==> src/rtl/kcc_pkg.sv <==
// ----------------------------------------------------------------------------
// kcc_pkg: shared types and constants of the keypad calculator
// Key kinds, pending operator codes, micro-op and sequencing codes, the
// control word type and the microprogram ROM with its dispatch decoder.
// ----------------------------------------------------------------------------
`default_nettype none

package kcc_pkg;

	// Key kinds on req_type
	localparam logic [2:0] KIND_DIGIT = 3'd0;
	localparam logic [2:0] KIND_OPER  = 3'd1;
	localparam logic [2:0] KIND_EQUAL = 3'd2;
	localparam logic [2:0] KIND_CLEAR = 3'd3;
	localparam logic [2:0] KIND_BACK  = 3'd4;

	localparam logic [3:0] DIGIT_MAX   = 4'd9;
	localparam logic [3:0] KEY_OP_MAX  = 4'd3;
	localparam logic [31:0] DEC_BASE   = 32'd10;

	// ceil(2^35 / 10): magnitude times this, shifted right by 35, is magnitude / 10
	localparam logic [31:0] RECIP10    = 32'hCCCC_CCCD;

	// Pending operator codes
	localparam logic [2:0] PEND_NONE = 3'd0;
	localparam logic [2:0] PEND_ADD  = 3'd1;
	localparam logic [2:0] PEND_SUB  = 3'd2;
	localparam logic [2:0] PEND_MUL  = 3'd3;
	localparam logic [2:0] PEND_DIV  = 3'd4;

	// Micro-ops
	localparam logic [3:0] UOP_NOP     = 4'd0;
	localparam logic [3:0] UOP_DIGIT   = 4'd1;
	localparam logic [3:0] UOP_OPLATCH = 4'd2;
	localparam logic [3:0] UOP_ADD     = 4'd3;
	localparam logic [3:0] UOP_SUB     = 4'd4;
	localparam logic [3:0] UOP_MUL     = 4'd5;
	localparam logic [3:0] UOP_ZEROEQ  = 4'd6;
	localparam logic [3:0] UOP_CLEAR   = 4'd7;
	localparam logic [3:0] UOP_DLDEQ   = 4'd8;
	localparam logic [3:0] UOP_BKMUL   = 4'd9;
	localparam logic [3:0] UOP_DSTEP   = 4'd10;
	localparam logic [3:0] UOP_DFIN    = 4'd11;
	localparam logic [3:0] UOP_BKFIN   = 4'd12;

	// Sequencing codes
	localparam logic [2:0] SEQ_NEXT = 3'd0;
	localparam logic [2:0] SEQ_JUMP = 3'd1;
	localparam logic [2:0] SEQ_LOOP = 3'd2;
	localparam logic [2:0] SEQ_ZJMP = 3'd3;
	localparam logic [2:0] SEQ_END  = 3'd4;

	// Microprogram addresses
	localparam logic [3:0] A_NOP   = 4'd0;
	localparam logic [3:0] A_DIGIT = 4'd1;
	localparam logic [3:0] A_OPL   = 4'd2;
	localparam logic [3:0] A_ADD   = 4'd3;
	localparam logic [3:0] A_SUB   = 4'd4;
	localparam logic [3:0] A_MUL   = 4'd5;
	localparam logic [3:0] A_EQZ   = 4'd6;
	localparam logic [3:0] A_CLR   = 4'd7;
	localparam logic [3:0] A_DIVE  = 4'd8;
	localparam logic [3:0] A_DSTEP = 4'd9;
	localparam logic [3:0] A_DFIN  = 4'd10;
	localparam logic [3:0] A_BACK  = 4'd11;
	localparam logic [3:0] A_BKFIN = 4'd12;
	localparam logic [3:0] A_LAST  = 4'd12;

	localparam logic [4:0] DIV_STEPS_M1 = 5'd31;

	typedef struct packed {
		logic [3:0] uop;
		logic [2:0] seq;
		logic [3:0] target;
	} cw_t;

	typedef struct packed {
		logic load;
		logic step;
	} div_ctrl_t;

	function automatic cw_t ucode(input logic [3:0] addr);
		cw_t cw;
		cw = '{uop: UOP_NOP, seq: SEQ_END, target: A_NOP};
		unique case (addr)
			A_NOP:   cw = '{uop: UOP_NOP,     seq: SEQ_END,  target: A_NOP};
			A_DIGIT: cw = '{uop: UOP_DIGIT,   seq: SEQ_END,  target: A_NOP};
			A_OPL:   cw = '{uop: UOP_OPLATCH, seq: SEQ_END,  target: A_NOP};
			A_ADD:   cw = '{uop: UOP_ADD,     seq: SEQ_END,  target: A_NOP};
			A_SUB:   cw = '{uop: UOP_SUB,     seq: SEQ_END,  target: A_NOP};
			A_MUL:   cw = '{uop: UOP_MUL,     seq: SEQ_END,  target: A_NOP};
			A_EQZ:   cw = '{uop: UOP_ZEROEQ,  seq: SEQ_END,  target: A_NOP};
			A_CLR:   cw = '{uop: UOP_CLEAR,   seq: SEQ_END,  target: A_NOP};
			A_DIVE:  cw = '{uop: UOP_DLDEQ,   seq: SEQ_ZJMP, target: A_EQZ};
			A_DSTEP: cw = '{uop: UOP_DSTEP,   seq: SEQ_LOOP, target: A_DSTEP};
			A_DFIN:  cw = '{uop: UOP_DFIN,    seq: SEQ_END,  target: A_NOP};
			A_BACK:  cw = '{uop: UOP_BKMUL,   seq: SEQ_NEXT, target: A_NOP};
			A_BKFIN: cw = '{uop: UOP_BKFIN,   seq: SEQ_END,  target: A_NOP};
			default: cw = '{uop: UOP_NOP,     seq: SEQ_END,  target: A_NOP};
		endcase
		return cw;
	endfunction

	// Entry point of the microprogram for one key
	function automatic logic [3:0] dispatch(
		input logic [2:0] kind,
		input logic [3:0] key,
		input logic [2:0] pend,
		input logic       flag
	);
		logic [3:0] addr;
		addr = A_NOP;
		unique case (kind)
			KIND_DIGIT: addr = (key <= DIGIT_MAX) ? A_DIGIT : A_NOP;
			KIND_OPER:  addr = (key <= KEY_OP_MAX && !flag) ? A_OPL : A_NOP;
			KIND_EQUAL: begin
				case (pend)
					PEND_ADD: addr = A_ADD;
					PEND_SUB: addr = A_SUB;
					PEND_MUL: addr = A_MUL;
					PEND_DIV: addr = A_DIVE;
					default:  addr = A_EQZ;
				endcase
			end
			KIND_CLEAR: addr = A_CLR;
			KIND_BACK:  addr = A_BACK;
			default:    addr = A_NOP;
		endcase
		return addr;
	endfunction

endpackage

`default_nettype wire

==> src/rtl/kcc_divider.sv <==
// ----------------------------------------------------------------------------
// kcc_divider: radix-2 restoring signed divider
// Load takes magnitudes of both operands; each step retires one quotient bit.
// The result is the truncated signed quotient after 32 steps.
// ----------------------------------------------------------------------------
`default_nettype none

module kcc_divider (
	input  wire logic              clk,
	input  wire kcc_pkg::div_ctrl_t ctrl,
	input  wire logic [31:0]       dividend,
	input  wire logic [31:0]       divisor,
	output logic [31:0]            quotient
);

	logic [31:0] quo_q;
	logic [31:0] rem_q;
	logic [31:0] dvs_q;
	logic        neg_q;
	logic [32:0] shifted;
	logic [32:0] trial;

	function automatic logic [31:0] mag(input logic [31:0] v);
		return v[31] ? (32'd0 - v) : v;
	endfunction

	assign shifted = {rem_q, quo_q[31]};
	assign trial   = shifted - {1'b0, dvs_q};

	always_ff @(posedge clk) begin
		if (ctrl.load) begin
			quo_q <= mag(dividend);
			dvs_q <= mag(divisor);
			rem_q <= '0;
			neg_q <= dividend[31] ^ divisor[31];
		end else if (ctrl.step) begin
			// keep the shifted remainder when the trial goes negative
			if (trial[32]) begin
				rem_q <= shifted[31:0];
				quo_q <= {quo_q[30:0], 1'b0};
			end else begin
				rem_q <= trial[31:0];
				quo_q <= {quo_q[30:0], 1'b1};
			end
		end
	end

	assign quotient = neg_q ? (32'd0 - quo_q) : quo_q;

endmodule

`default_nettype wire

==> config.mk <==
export PLATFORM = sky130hd
export DESIGN_NAME = kcc_divider
export DESIGN_NICKNAME = d
export VERILOG_FILES = /design/src/rtl/kcc_pkg.sv /design/src/rtl/kcc_divider.sv
export SDC_FILE = /design/constraint.sdc
export NUM_CORES = 1
export LEC_CHECK = 0
export BUFFER_PORTS_ARGS = -buffer_cell sky130_fd_sc_hd__buf_2
export CAP_MARGIN = 20
export CORE_ASPECT_RATIO = 2
export CORE_MARGIN = 4
export CORE_UTILIZATION = 64
export CTS_BUF_LIST = sky130_fd_sc_hd__clkbuf_2 sky130_fd_sc_hd__clkbuf_4 sky130_fd_sc_hd__clkbuf_8
export DETAILED_ROUTE_END_ITERATION = 7
export GPL_TIMING_DRIVEN = 0
export PLACE_DENSITY_LB_ADDON = 0.05
export SETUP_SLACK_MARGIN = 0.5
export SLEW_MARGIN = 25
export SYNTH_ARGS = -nofsm -noshare
export SYNTH_HDL_FRONTEND = slang
export SYNTH_SLANG_ARGS = --single-unit
==> constraint.sdc <==
create_clock -name clk -period 10.26 [get_ports clk]
set_input_delay 0.513 -clock clk [delete_from_list [all_inputs] [get_ports clk]]
set_output_delay 0.513 -clock clk [all_outputs]
set_load 0.005 [all_outputs]
## After elaboration in Yosys (flattened, before gate mapping)

Cells that the tools add are included.

- Flip-flop bits (word level): 97
- Input port bits: 67

- Add/subtract/negate cells: 4
- Reductions and logical operators: 1
- Multiplexer cells: 7
- Bitwise gates (word level): 1

Operators with widths:

| cell | count |
|---|---|
| 32-bit 2-to-1 mux | 5 |
| 1-bit by 32-bit subtractor with 32-bit output (first input constant) | 3 |
| 33-bit by 32-bit subtractor with 33-bit output | 1 |
| 31-bit 2-to-1 mux | 1 |
| 2-bit nonzero test | 1 |
| 1-bit 2-to-1 mux | 1 |
| 1-bit bitwise XOR | 1 |

## Depth between registers and ports, before layout

- Word-level depth: 4
- Depth in mapped cells: 14
- Mapped depth without buffers: 13

## Least setup slack after synthesis

OpenSTA, ideal clock, no wires.

- Path kind: input port to flip-flop
- Start: input port divisor[5]
- End: register dvs_q[29] (data pin)
- Path buffers: 0
- Slack: 6779 ps
- Arrival time: 3222 ps
- Stages: 10
- Setup time: 258 ps
- Cells stage by stage: or4_4 > nor2_4 > nand2_2 > or4_4 > or4_1 > or4_4 > or2_1 > nand2b_4 > o31ai_4 > xnor2_1

- Word-level cells in the longest chain between the ends: 2

RTL lines:

| item | line | text |
|---|---|---|
| start, declared | kcc_divider.sv:12 | `input wire logic [31:0] divisor,` |
| 1-bit by 32-bit subtractor with 32-bit output | kcc_divider.sv:24 | `return v[31] ? (32'd0 - v) : v;` |
| 31-bit 2-to-1 mux | kcc_divider.sv:24 |  |
| end signal, assigned | kcc_divider.sv:33 | `dvs_q <= mag(divisor);` |
| end, declared | kcc_divider.sv:18 | `logic [31:0] dvs_q;` |

No other way between the ends.
A chain may end at the register's enable or synchronous reset.

## Final worst setup path

- Start: register quo_q[31]
- End: register rem_q[2]

- Word-level cells in the longest chain between the ends: 2

RTL lines:

| item | line | text |
|---|---|---|
| start, declared | kcc_divider.sv:16 | `logic [31:0] quo_q;` |
| start signal, assigned | kcc_divider.sv:32 | `quo_q <= mag(dividend);` |
| start signal, assigned | kcc_divider.sv:40 | `quo_q <= {quo_q[30:0], 1'b0};` |
| start signal, assigned | kcc_divider.sv:43 | `quo_q <= {quo_q[30:0], 1'b1};` |
| 33-bit by 32-bit subtractor with 33-bit output | kcc_divider.sv:28 | `assign trial = shifted - {1'b0, dvs_q};` |
| 32-bit 2-to-1 mux | kcc_divider.sv:38 | `if (trial[32]) begin` |
| end signal, assigned | kcc_divider.sv:39 | `rem_q <= shifted[31:0];` |
| end signal, assigned | kcc_divider.sv:42 | `rem_q <= trial[31:0];` |
| end, declared | kcc_divider.sv:17 | `logic [31:0] rem_q;` |

No other way between the ends.

==> metrics <==
initial core utilization 0.663; PortBufs 98; Tmin final 4.45 ns; Antenna Nets Post-Route 0; Max Slew Vio Count 0; switching power 464 µW; Worst-Skew Late Latency 0.40 ns; switching portion of total power 0.383; PostCTS Resize Cnt 0; Min-Delay Path Depth 1; yosys warns 0; DRC 0; Worst Tran Pin Value 0.783 ns; PD cells 149 nW/µm²; clk buf depth 2; Worst Path Arrival 4.73 ns; Power Internal 747 µW; CTS sink count 97; number of global-route vias before repair 6,681; post-DP HPWL 15,000 µm; Clock Skews 0.0171 ns; RSZ-0062 raised after global routing no; #FFs+latches synth 97; ant diodes 0; final setup fails 0; Layout Cells excl Fill 1,119; DRT iter0 DRCs 371; TritonCTS buffer count 9; FFs w/ async S/R, synth 0; clock share of power 0.203; Synth cell types 53; area of the mapped netlist 7300 µm²; Die X 83.5 µm; I/O pins 99; met2 Usage GRT 0.548; Reg-to-Reg Start quo_q[31]; placer congestion estimate 0.914; via count 6,867; layout cell share with drive strength beyond 1 0.133; Gate power share 0.377; FF/Latch Area 2590 µm²; Post-synth EDFFs 65; Max-Cap Viols 0; Die ar. 13,300 µm²; GRT Total Usage 0.275; Post-CTS Setup Bufs 0; largest net degree at the start of global routing 35; htree depth 3; Synth Instances 865; core area 11,000 µm²; die height 159 µm; peak supply drop 0.120 mV; run status finished clean; number of fill cells 873; Global Route met3 Usage 0.0347; syn_nets 968; setup slack, reg-to-reg 5.81 ns; Reg clk slew, reported paths 0.09 ns; Worst Path Max Fanout 10; Multi-input gate area 4360 µm²; Worst Hold Launch divisor[0]; FP Rows 54; CTS root buf clkbuf_8; Pleak 3.23 nW; CTS tree done; Worst slew margin 0.478; GRT busiest layer met2; r2r worst-path depth 13; min-delay worst type input pin to register; register area share after synthesis 0.355; Hold Fails Final Rpt 0; WL/cell 16.8 µm; Post-layout nets 1,077; placed insts 1,103; hold endpoint dvs_q[0]; GRT met1 Usage 0.275; Via density 6.14; Post-CTS Hold Buffers 0; Sequential Power Share 0.420; fmax 225 MHz; first-pass GRT wire length 30,300 µm; total negative slack 0 ns; antenna violations before repair 0; Worst Setup Start Kind register; Crit Path Class register to register; r2r endpoint rem_q[2]; Avg Inst Size Synth 8.44 µm²; CP Capture Type register; first-pass detailed-route iteration total 5; Critical Path RT 10.54 ns; area growth from synthesis to layout 11.7%; total routed wirelength 18,700 µm; grt ovf 0; final period utilization 0.434; Main synth FF type edfxtp_1
layout by cell type, fill, tap and decap left out, types with 35 or more instances in the layout:
cell / instances
a21oi_1: 78
xor2_1: 41
ha_1: 35
xnor2_1: 76
nor2_1: 80
buf_2: 98
o21ai_0: 52
nand2_1: 115
clkbuf_1: 41
edfxtp_1: 65
inv_1: 46
Yosys cell counts, types with 7 or more instances:
library cell  instances  area (µm²)
a21o_1               10        75.1
a21oi_1              78         390
a311oi_1             26         228
clkbuf_1             41         154
dfxtp_1              32         641
edfxtp_1             65        1950
ha_1                 35         438
inv_1                46         173
nand2_1             115         432
nand3_1              14        70.1
nor2_1               80         300
o211ai_1              7        52.6
o21ai_0              52         260
o31ai_1              24         180
o41ai_1              10        87.6
or3_1                15        93.8
or4_1                16         120
xnor2_1              76         666
xor2_1               41         359
cells by family after synthesis:
kind of cell,share of synthesized area
buf+inv,0.0478
mux,0.00137
flops,0.355
xor+xnor,0.140
fa+ha+maj,0.0627
compound gates,0.210
simple gates,0.183
metal layers:
metal / share of wire / vias to the layer above / wire length, µm
met1: 0.35 / 3240 / 6510
met4: 0.030 / 0 / 570
met2: 0.57 / 263 / 10700
met3: 0.053 / 44 / 991
li1: - / 3320 / -
met5: 0 / - / 0
final cells by class:
| class | instances | share of cell area |
|---|---|---|
| Multi-Input combinational cell | 676 | 0.535 |
| Timing Repair Buffer | 98 | 0.0602 |
| Clock buffer | 9 | 0.0152 |
| Sequential cell | 97 | 0.318 |
| Inverter | 47 | 0.0216 |
| Buffer | 45 | 0.0212 |
| Clock inverter | 7 | 0.00752 |
| Tap cell | 140 | 0.0215 |
registers in the layout (all words and copies together) (netlist names):
name,flops
rem_q,32
quo_q,32
neg_q,1
dvs_q,32
worst max-delay path, stage by stage, from the launching register on:
cell	delay, ns
edfxtp_1	0.43
inv_1	0.07
ha_1	0.23
fa_1	0.39
nand2b_1	0.20
a21oi_1	0.27
o21ai_1	0.16
o211ai_1	0.33
a21oi_1	0.18
o41ai_2	0.74
xnor2_1	0.36
clkbuf_1	0.51
nand3_1	0.13
a311oi_1	0.33
power by group through the flow:
stage                     Sequential (mW)  Clock, mW  Combinational (mW)
after CTS                           0.508      0.244               0.453
after floorplan                     0.503          0               0.322
final                               0.509      0.245               0.457
after detailed placement            0.516          0               0.450
after global placement              0.514          0               0.435
after global routing                0.514      0.260               0.507
stage by stage:
step | cell area, µm² | utilization | power [mW] | setup WS (ns) | hold WS (ns)
finish | 8150 | 0.740 | 1.21 | 5.81 | 0.354
CTS | 8150 | 0.740 | 1.21 | 5.84 | 0.350
floorplan | 7300 | - | 0.825 | 6.78 | 0.459
global placement | 7970 | 0.723 | 0.949 | 6.01 | 0.491
detailed placement | 7970 | 0.723 | 0.967 | 5.89 | 0.498
global route | 8150 | 0.740 | 1.28 | 5.62 | 0.361
how the worst max path moves through the flow:
stage | end | slack (ns) | cells after the start | from
after global placement | rem_q[13] | 6.01 | 13 | quo_q[31]
after CTS | rem_q[2] | 5.84 | 13 | quo_q[31]
final | rem_q[2] | 5.81 | 13 | quo_q[31]
after floorplan | dvs_q[29] | 6.78 | 10 | divisor[5]
after global routing | rem_q[2] | 5.62 | 13 | quo_q[31]
after detailed placement | rem_q[2] | 5.89 | 13 | quo_q[31]
Note: power is estimated with default switching activity, not from simulation.
